**src/hw/rtl/keypad_code_lock_macros.svh**
```systemverilog
// Assertion helpers for the keypad code lock.
// Each macro expects clk and arst_n to be visible in the module that uses it.
`ifndef KEYPAD_CODE_LOCK_MACROS_SVH
`define KEYPAD_CODE_LOCK_MACROS_SVH

// Same-cycle implication, checked at every rising edge outside reset.
`define KCL_ASSERT_IMP(lbl, ante, cons, msg) \
	lbl: assert property (@(posedge clk) disable iff (!arst_n) (ante) |-> (cons)) \
		else $error(msg);

// Next-cycle implication, checked at every rising edge outside reset.
`define KCL_ASSERT_NEXT(lbl, ante, cons, msg) \
	lbl: assert property (@(posedge clk) disable iff (!arst_n) (ante) |=> (cons)) \
		else $error(msg);

`endif

```
**src/hw/rtl/kcl_pkg.sv**
```systemverilog
`timescale 1ns / 1ps
`default_nettype none

package kcl_pkg;

	localparam int CODE_DIGITS = 4;
	localparam int POS_W       = (CODE_DIGITS > 1) ? $clog2(CODE_DIGITS) : 1;

	localparam logic [9:0]  DEBOUNCE_LIMIT_RST = 10'd50;
	localparam logic [15:0] ENTRY_TIMEOUT_RST  = 16'd5000;
	localparam logic [15:0] ACCESS_CODE_RST    = 16'h2020;

	localparam logic [10:0] HELD_MAX  = 11'h7FF;
	localparam logic [15:0] SINCE_MAX = 16'hFFFF;
	localparam logic [3:0]  LAST_DIGIT_KEY = 4'd9;

	localparam logic [6:0] GLYPH_A   = 7'h77;
	localparam logic [6:0] GLYPH_F   = 7'h47;
	localparam logic [6:0] SEG_MASK  = 7'h7F;

	localparam logic [1:0] VERDICT_NONE     = 2'd0;
	localparam logic [1:0] VERDICT_MATCH    = 2'd1;
	localparam logic [1:0] VERDICT_MISMATCH = 2'd2;

	localparam logic [1:0] REG_DEBOUNCE_LIMIT = 2'd0;
	localparam logic [1:0] REG_ENTRY_TIMEOUT  = 2'd1;
	localparam logic [1:0] REG_ACCESS_CODE    = 2'd2;
	localparam logic [1:0] REG_COMMON_CATHODE = 2'd3;

	typedef struct packed {
		logic       key_down;
		logic [3:0] key_code;
	} kcl_in_t;

	typedef struct packed {
		logic       unlocked;
		logic [6:0] segments;
		logic       key_accepted;
		logic [1:0] verdict;
	} kcl_out_t;

	// Debouncer to entry logic: a key that passed debouncing this item.
	typedef struct packed {
		logic       accept;
		logic [3:0] key;
	} kcl_press_t;

	// Lit-segment pattern for a decimal digit; keys above nine light nothing.
	function automatic logic [6:0] digit_glyph(input logic [3:0] d);
		logic [6:0] g;
		case (d)
			4'd0: g = 7'h7E;
			4'd1: g = 7'h30;
			4'd2: g = 7'h6D;
			4'd3: g = 7'h79;
			4'd4: g = 7'h33;
			4'd5: g = 7'h5B;
			4'd6: g = 7'h5F;
			4'd7: g = 7'h70;
			4'd8: g = 7'h7F;
			4'd9: g = 7'h73;
			default: g = 7'h00;
		endcase
		return g;
	endfunction

	// Code digit for an entry slot; slots beyond the 16-bit code read as zero.
	function automatic logic [3:0] code_digit(input logic [15:0] code, input int pos);
		int shift;
		shift = 4 * (CODE_DIGITS - 1 - pos);
		if (shift >= 16 || shift < 0)
			return 4'd0;
		return 4'(code >> shift);
	endfunction

endpackage

`default_nettype wire

```
**src/hw/rtl/kcl_debounce.sv**
```systemverilog
`timescale 1ns / 1ps
`default_nettype none

module kcl_debounce (
	input  wire logic             clk,
	input  wire logic             arst_n,
	input  wire logic             en,
	input  wire kcl_pkg::kcl_in_t scan,
	input  wire logic [9:0]       limit,
	output kcl_pkg::kcl_press_t   press
);
	import kcl_pkg::*;

	localparam logic [1:0] PH_WAIT     = 2'd0;
	localparam logic [1:0] PH_DETECT   = 2'd1;
	localparam logic [1:0] PH_RELEASED = 2'd2;

	logic [1:0]  phase_q, phase_d;
	logic [10:0] held_q, held_d;
	logic [3:0]  key_q, key_d;
	logic        accept;

	always_comb begin
		phase_d = PH_WAIT;
		held_d  = held_q;
		key_d   = key_q;
		accept  = 1'b0;
		unique case (phase_q)
			PH_DETECT: begin
				if (scan.key_down) begin
					phase_d = PH_DETECT;
					if (held_q != HELD_MAX)
						held_d = held_q + 11'd1;
				end else begin
					phase_d = (held_q > {1'b0, limit}) ? PH_RELEASED : PH_WAIT;
				end
			end
			PH_RELEASED: begin
				// The scan on this item is ignored.
				accept = 1'b1;
			end
			default: begin
				if (scan.key_down) begin
					key_d   = scan.key_code;
					held_d  = 11'd0;
					phase_d = PH_DETECT;
				end
			end
		endcase
	end

	always_ff @(posedge clk or negedge arst_n) begin
		if (!arst_n) begin
			phase_q <= PH_WAIT;
			held_q  <= 11'd0;
			key_q   <= 4'd0;
		end else if (en) begin
			phase_q <= phase_d;
			held_q  <= held_d;
			key_q   <= key_d;
		end
	end

	assign press.accept = accept;
	assign press.key    = key_q;

endmodule

`default_nettype wire

```
**src/hw/rtl/keypad_code_lock.sv**
```systemverilog
`timescale 1ns / 1ps
`default_nettype none

// Channel   Direction  Handshake                  Payload
// scan      in         scan_valid / scan_ready    kcl_in_t  (key_down, key_code)
// result    out        result_valid / result_ready kcl_out_t (unlocked, segments,
//                                                  key_accepted, verdict)
// config    in         wr_en                      wr_index, wr_data
//
// Every scan item yields one result item, registered at acceptance and valid in the next cycle.
// A new scan item is taken every cycle while the result register is empty or
// being drained, so the sustained rate is one item per clock.
// Reset clears the debouncer, the entry sequence, the lock and the display.
// A stalled result holds scan_ready low; nothing inside advances meanwhile.

module keypad_code_lock (
	input  wire logic              clk,
	input  wire logic              arst_n,
	input  wire logic              scan_valid,
	output logic                   scan_ready,
	input  wire kcl_pkg::kcl_in_t  scan,
	output logic                   result_valid,
	input  wire logic              result_ready,
	output kcl_pkg::kcl_out_t      result,
	input  wire logic              wr_en,
	input  wire logic [1:0]        wr_index,
	input  wire logic [15:0]       wr_data
);
	import kcl_pkg::*;

	`include "keypad_code_lock_macros.svh"

	// Configuration registers.
	logic [9:0]  limit_q;
	logic [15:0] timeout_q;
	logic [15:0] code_q;
	logic        cathode_q;

	// Entry and display state.
	logic [POS_W-1:0]           pos_q;
	logic [CODE_DIGITS-1:0][3:0] keys_q;
	logic [15:0]                since_q;
	logic                       open_q;
	logic [6:0]                 latch_q;

	// Registered result.
	logic     res_valid_q;
	kcl_out_t res_q;

	logic       take;
	kcl_press_t press;

	logic [POS_W-1:0]            pos_eff, pos_d;
	logic [CODE_DIGITS-1:0][3:0] keys_d;
	logic [15:0]                 since_inc, since_d;
	logic                        open_d;
	logic [6:0]                  latch_d;
	logic [1:0]                  verdict_d;
	logic                        last, match;
	kcl_out_t                    res_d;

	// The result register frees up in the same cycle it is drained.
	assign scan_ready = !res_valid_q || result_ready;
	assign take       = scan_valid && scan_ready;

	always_ff @(posedge clk or negedge arst_n) begin
		if (!arst_n) begin
			limit_q   <= DEBOUNCE_LIMIT_RST;
			timeout_q <= ENTRY_TIMEOUT_RST;
			code_q    <= ACCESS_CODE_RST;
			cathode_q <= 1'b0;
		end else if (wr_en) begin
			unique case (wr_index)
				REG_DEBOUNCE_LIMIT: limit_q   <= wr_data[9:0];
				REG_ENTRY_TIMEOUT:  timeout_q <= wr_data;
				REG_ACCESS_CODE:    code_q    <= wr_data;
				REG_COMMON_CATHODE: cathode_q <= wr_data[0];
				default: ;
			endcase
		end
	end

	kcl_debounce u_debounce (
		.clk    (clk),
		.arst_n (arst_n),
		.en     (take),
		.scan   (scan),
		.limit  (limit_q),
		.press  (press)
	);

	// Entry sequence: store the accepted key, restart on timeout, judge the
	// entry when its last digit arrives.
	always_comb begin
		since_inc = (since_q == SINCE_MAX) ? since_q : since_q + 16'd1;
		since_d   = since_inc;
		pos_eff   = pos_q;
		pos_d     = pos_q;
		keys_d    = keys_q;
		open_d    = open_q;
		latch_d   = latch_q;
		verdict_d = VERDICT_NONE;
		last      = 1'b0;
		match     = 1'b1;

		if (press.accept) begin
			// A stale partial entry starts over with this key.
			if (pos_q != '0 && since_inc >= timeout_q)
				pos_eff = '0;
			keys_d[pos_eff] = press.key;
			// Star and hash leave the display as it was.
			if (press.key <= LAST_DIGIT_KEY)
				latch_d = digit_glyph(press.key);
			since_d = 16'd0;
			last    = (pos_eff == POS_W'(CODE_DIGITS - 1));
			for (int i = 0; i < CODE_DIGITS; i++) begin
				if (keys_d[i] > LAST_DIGIT_KEY || keys_d[i] != code_digit(code_q, i))
					match = 1'b0;
			end
			if (last) begin
				pos_d = '0;
				if (match) begin
					open_d    = 1'b1;
					latch_d   = GLYPH_A;
					verdict_d = VERDICT_MATCH;
				end else begin
					open_d    = 1'b0;
					latch_d   = GLYPH_F;
					verdict_d = VERDICT_MISMATCH;
				end
			end else begin
				pos_d = pos_eff + POS_W'(1);
			end
		end

		res_d.unlocked     = open_d;
		res_d.segments     = cathode_q ? latch_d : (latch_d ^ SEG_MASK);
		res_d.key_accepted = press.accept;
		res_d.verdict      = verdict_d;
	end

	always_ff @(posedge clk or negedge arst_n) begin
		if (!arst_n) begin
			pos_q   <= '0;
			keys_q  <= '0;
			since_q <= 16'd0;
			open_q  <= 1'b0;
			latch_q <= 7'd0;
		end else if (take) begin
			pos_q   <= pos_d;
			keys_q  <= keys_d;
			since_q <= since_d;
			open_q  <= open_d;
			latch_q <= latch_d;
		end
	end

	always_ff @(posedge clk or negedge arst_n) begin
		if (!arst_n) begin
			res_valid_q <= 1'b0;
		end else if (take) begin
			res_valid_q <= 1'b1;
		end else if (result_ready) begin
			res_valid_q <= 1'b0;
		end
	end

	always_ff @(posedge clk) begin
		if (take) begin
			res_q <= res_d;
		end
	end

	assign result_valid = res_valid_q;
	assign result       = res_q;

	// A verdict only comes with the key that completed the entry.
	`KCL_ASSERT_IMP(a_verdict_key, result_valid && result.verdict != VERDICT_NONE, result.key_accepted, "verdict without accepted key")
	// A match always leaves the lock open, a mismatch always closes it.
	`KCL_ASSERT_IMP(a_match_open, result_valid && result.verdict == VERDICT_MATCH, result.unlocked, "match left lock closed")
	`KCL_ASSERT_IMP(a_miss_closed, result_valid && result.verdict == VERDICT_MISMATCH, !result.unlocked, "mismatch left lock open")
	// No new scan is taken while a result waits to be drained.
	`KCL_ASSERT_IMP(a_stall_blocks, result_valid && !result_ready, !scan_ready, "scan taken over a stalled result")
	// An accepted scan always produces a result on the next cycle.
	`KCL_ASSERT_NEXT(a_take_result, take, result_valid, "accepted scan produced no result")

endmodule

`default_nettype wire

```
**config.mk**
```make
export PLATFORM = sky130hd
export DESIGN_NAME = keypad_code_lock
export DESIGN_NICKNAME = d
export VERILOG_FILES = /design/src/hw/rtl/kcl_pkg.sv /design/src/hw/rtl/kcl_debounce.sv /design/src/hw/rtl/keypad_code_lock.sv
export VERILOG_INCLUDE_DIRS = /design/src /design/src/hw/rtl
export SDC_FILE = /design/constraint.sdc
export NUM_CORES = 1
export LEC_CHECK = 0
export ABC_AREA = 1
export BUFFER_PORTS_ARGS = -buffer_cell sky130_fd_sc_hd__buf_2
export CORE_UTILIZATION = 30
export CTS_BUF_LIST = sky130_fd_sc_hd__clkbuf_8 sky130_fd_sc_hd__clkbuf_16
export DETAILED_ROUTE_END_ITERATION = 6
export REMOVE_ABC_BUFFERS = 1
export SLEW_MARGIN = 20
export SYNTH_ARGS = -nofsm -noshare
export SYNTH_HDL_FRONTEND = slang
export SYNTH_HIERARCHICAL = 1
export SYNTH_SLANG_ARGS = --single-unit
```
**constraint.sdc**
```tcl
create_clock -name clk -period 4.8 [get_ports clk]
set_clock_uncertainty 0.1 [all_clocks]
set_input_delay 0.48 -clock clk [delete_from_list [all_inputs] [get_ports clk]]
set_output_delay 0.48 -clock clk [all_outputs]
set_load 0.01 [all_outputs]
```
==> out/qor.yml <==
grt:
  first_global_vias: 5301
  overflow: 0
  grt_max_degree: 65
  antenna_found_initial: 0
  grt_pass1_wl_um: 26400
  grt_use_total: 0.151
routing:
  postRouteAntennaNets: 0
  routedWlPerCell_um: 13.2
  vias_per_cell: 4.67
  routed_wl_um: 15800
  first_pass_iters: 5
  vias: 5580
  drt-initial-drc-count: 366
  drc_errors: 0
pwr:
  switchingPower_uw: 1360
  pwr-share-clk: 0.322
  internal_power_uw: 2430
  ir_drop_mv: 0.221
  swShare: 0.358
  power_uw: 3780
  p_comb_frac: 0.315
  power_frac_seq: 0.364
  powerDensity_nw_per_um2: 479
  power_leakage_uw: 0.00393
floorplanning:
  fp.dieH_um: 151
  die_w_um: 151
  rows: 54
  start_util: 0.305
  ios: 41
  die-area_sq_um: 22800
  fp.coreArea_sq_um: 21800
cells_and_area:
  n_antenna_cell: 0
  layout_common_cells: "nand2_1, inv_1, dfrtp_1"
  final_common_cell: "nand2_1"
  final_core_utilization: 0.362
  nNetsFinal: 968
  syn2layout_area_growth_pct: 18.5
  drive_gt1_frac: 0.153
  final_cells: 1196
sta:
  hold_violations: 0
  setup_viol: 0
  slew_viol_final: 0
  worst_slack_ns: 0.361
  max_freq_mhz: 225
  min_period_ns: 4.44
  slew_headroom: 0.426
  worstMarginPinSlew_ns: 0.860
  holdWs_ns: 0.0550
  fin_crit_sh: 0.925
setup_path:
  critPathLaunchType: "flop"
  cpMostUsedCell: "nand2_1"
  criticalPathCategory: "flop to flop"
  setup.worst_path.end_class: "flop"
  cp.arrival_ns: 4.51
  cpMaxStageDelayCell: "dfrtp_1"
  max_stage_delay_ns: 0.37
  crit_fanout: 8
  critPathRequiredTime_ns: 4.87
cts:
  cts.sinks: 114
  htree_num_levels: 4
  cts.clk_slew.worst_paths_ns: 0.05
  cts_tree: "built"
  clk_path_buf_depth: 2
  ctsHoldBuffers: 0
  clk_latency_ns: 0.42
  cts_made_buffers: 17
  root_buffer: "clkbuf_16"
placement:
  dp_worst_setup_slack_ns: 0.0203
  place_inst: 1156
  gp_congestion: 0.871
  dp.final_hpwl_um: 11300
  port_buffers: 40
synth:
  ys_seq_area_frac: 0.438
  ys_types: 43
  yosys_warnings: 6
  synth_cells: 849
  syn_avg_cell_area_sq_um: 7.85
  syn_area_sq_um: 6660
  synth-seq-cells: 114
status:
  outcome: "complete, no violations"
flow_run:
  max-cap-violations: 0
worst_hold_path:
  min_path_type: "input port to async pin"
[path summary, 6_finish.rpt]
kind | from | endpoint | slack [ns] | cells after the start
setup / recovery | since_q[1]$_DFFE_PN0P_ | result[8]$_DFFE_PP_ | 0.36 | 32
hold / removal | arst_n | since_q[3]$_DFFE_PN0P_ | 0.05 | 1
setup reg to reg | since_q[1]$_DFFE_PN0P_ | result[8]$_DFFE_PP_ | 0.36 | 32
hold reg to reg | timeout_q[2]$_DFFE_PN0P_ | timeout_q[2]$_DFFE_PN0P_ | 0.38 | 2
max in group asynchronous | arst_n | timeout_q[9]$_DFFE_PN1P_ | 3.44 | 2
min in group clk | scan[3] | u_debounce/key_q[3]$_DFFE_PN0P_ | 0.19 | 2
[layout make-up]
| type | count | area (sq um) |
|---|---|---|
| fill | 2296 | 13900 |
| multi-input combinational | 579 | 3220 |
| sequential | 114 | 2920 |
| inverter | 133 | 500 |
| clock buffer | 20 | 467 |
| tap | 280 | 350 |
| timing repair buffer | 58 | 338 |
| clock inverter | 12 | 103 |
[cell families (layout without fill, tap and decap cells)]
family	Yosys count	in the layout	synth area share
xor gates and xnor gates	15	15	0.0197
buffers and inverters	156	223	0.0920
muxes	4	4	0.00676
DFF	114	114	0.438
AOI/OAI and AO/OA	150	150	0.125
and+or+nand+nor	373	373	0.248
adders and majority gates	37	37	0.0695
[critical path, delay by kind of cell (launching register included)]
kind,cells,cell delay (ns)
AOI/OAI and AO/OA,2,0.25
xor gates and xnor gates,1,0.19
adders and majority gates,3,0.61
buffers and inverters,5,0.43
DFF,1,0.37
and+or+nand+nor,21,2.24
[registers in the layout, summed over array words and instances (netlist names), 7 cells and up]
name and cells:
code_q 16, limit_q 10, latch_q 7, u_debounce/held_q 11, result 11, keys_q 16, timeout_q 16, since_q 16
[per-layer routing]
layer / track usage / up-vias / share of wire
li1: - / 2881 / -
met1: 0.201 / 2580 / 0.49
met2: 0.240 / 93 / 0.46
met3: 0.0304 / 26 / 0.033
met4: 0.0575 / 0 / 0.017
met5: 0 / - / 0
[synth_stat cells (all sizes together)]
cell / number / area (sq um)
buf: 8 / 56.3
nand2: 233 / 912
ha: 37 / 463
o21a: 1 / 7.51
or2: 2 / 12.5
inv: 130 / 488
xnor2: 1 / 8.76
nor2: 56 / 260
nand3b: 1 / 7.51
o21ai: 102 / 510
nor4: 4 / 25.0
a31oi: 3 / 18.8
o2111ai: 8 / 70.1
a21oi: 15 / 75.1
a221oi: 1 / 8.76
a21o: 3 / 22.5
dfstp: 10 / 263
dfrtp: 93 / 2330
nand3: 55 / 295
mux2: 4 / 45.0
nor3: 8 / 40.0
xor2: 14 / 123
edfxtp: 11 / 330
o211ai: 3 / 27.5
a32oi: 2 / 17.5
nand4: 14 / 103
clkinv: 3 / 12.5
o22ai: 12 / 75.1
clkbuf: 15 / 56.3
[power by group through the flow]
stage	clock network [uW]	registers [uW]	logic [uW]
after detailed placement	0	1390	1120
after CTS	1250	1370	1130
final	1220	1380	1190
after global routing	1290	1410	1380
after global placement	0	1380	1110
after floorplan	0	1340	847
[repair_timing]
| item | CTS | global route |
|---|---|---|
| resized for setup | 1 | 25 |
| setup buffers | 0 | 8 |
| pin swaps | 0 | 8 |
| setup endpoints to repair | 2 | 8 |
[metrics by stage]
| step | instance area [sq um] | TNS [ns] |
|---|---|---|
| 2_1_floorplan | 6550 | 0 |
| 3_3_place_gp | 7180 | 0 |
| 3_5_place_dp | 7180 | 0 |
| 4_1_cts | 7750 | 0 |
| 5_1_grt | 7900 | -0.129 |
| 6_report | 7900 | 0 |
Power figures use the tool's default switching activity.
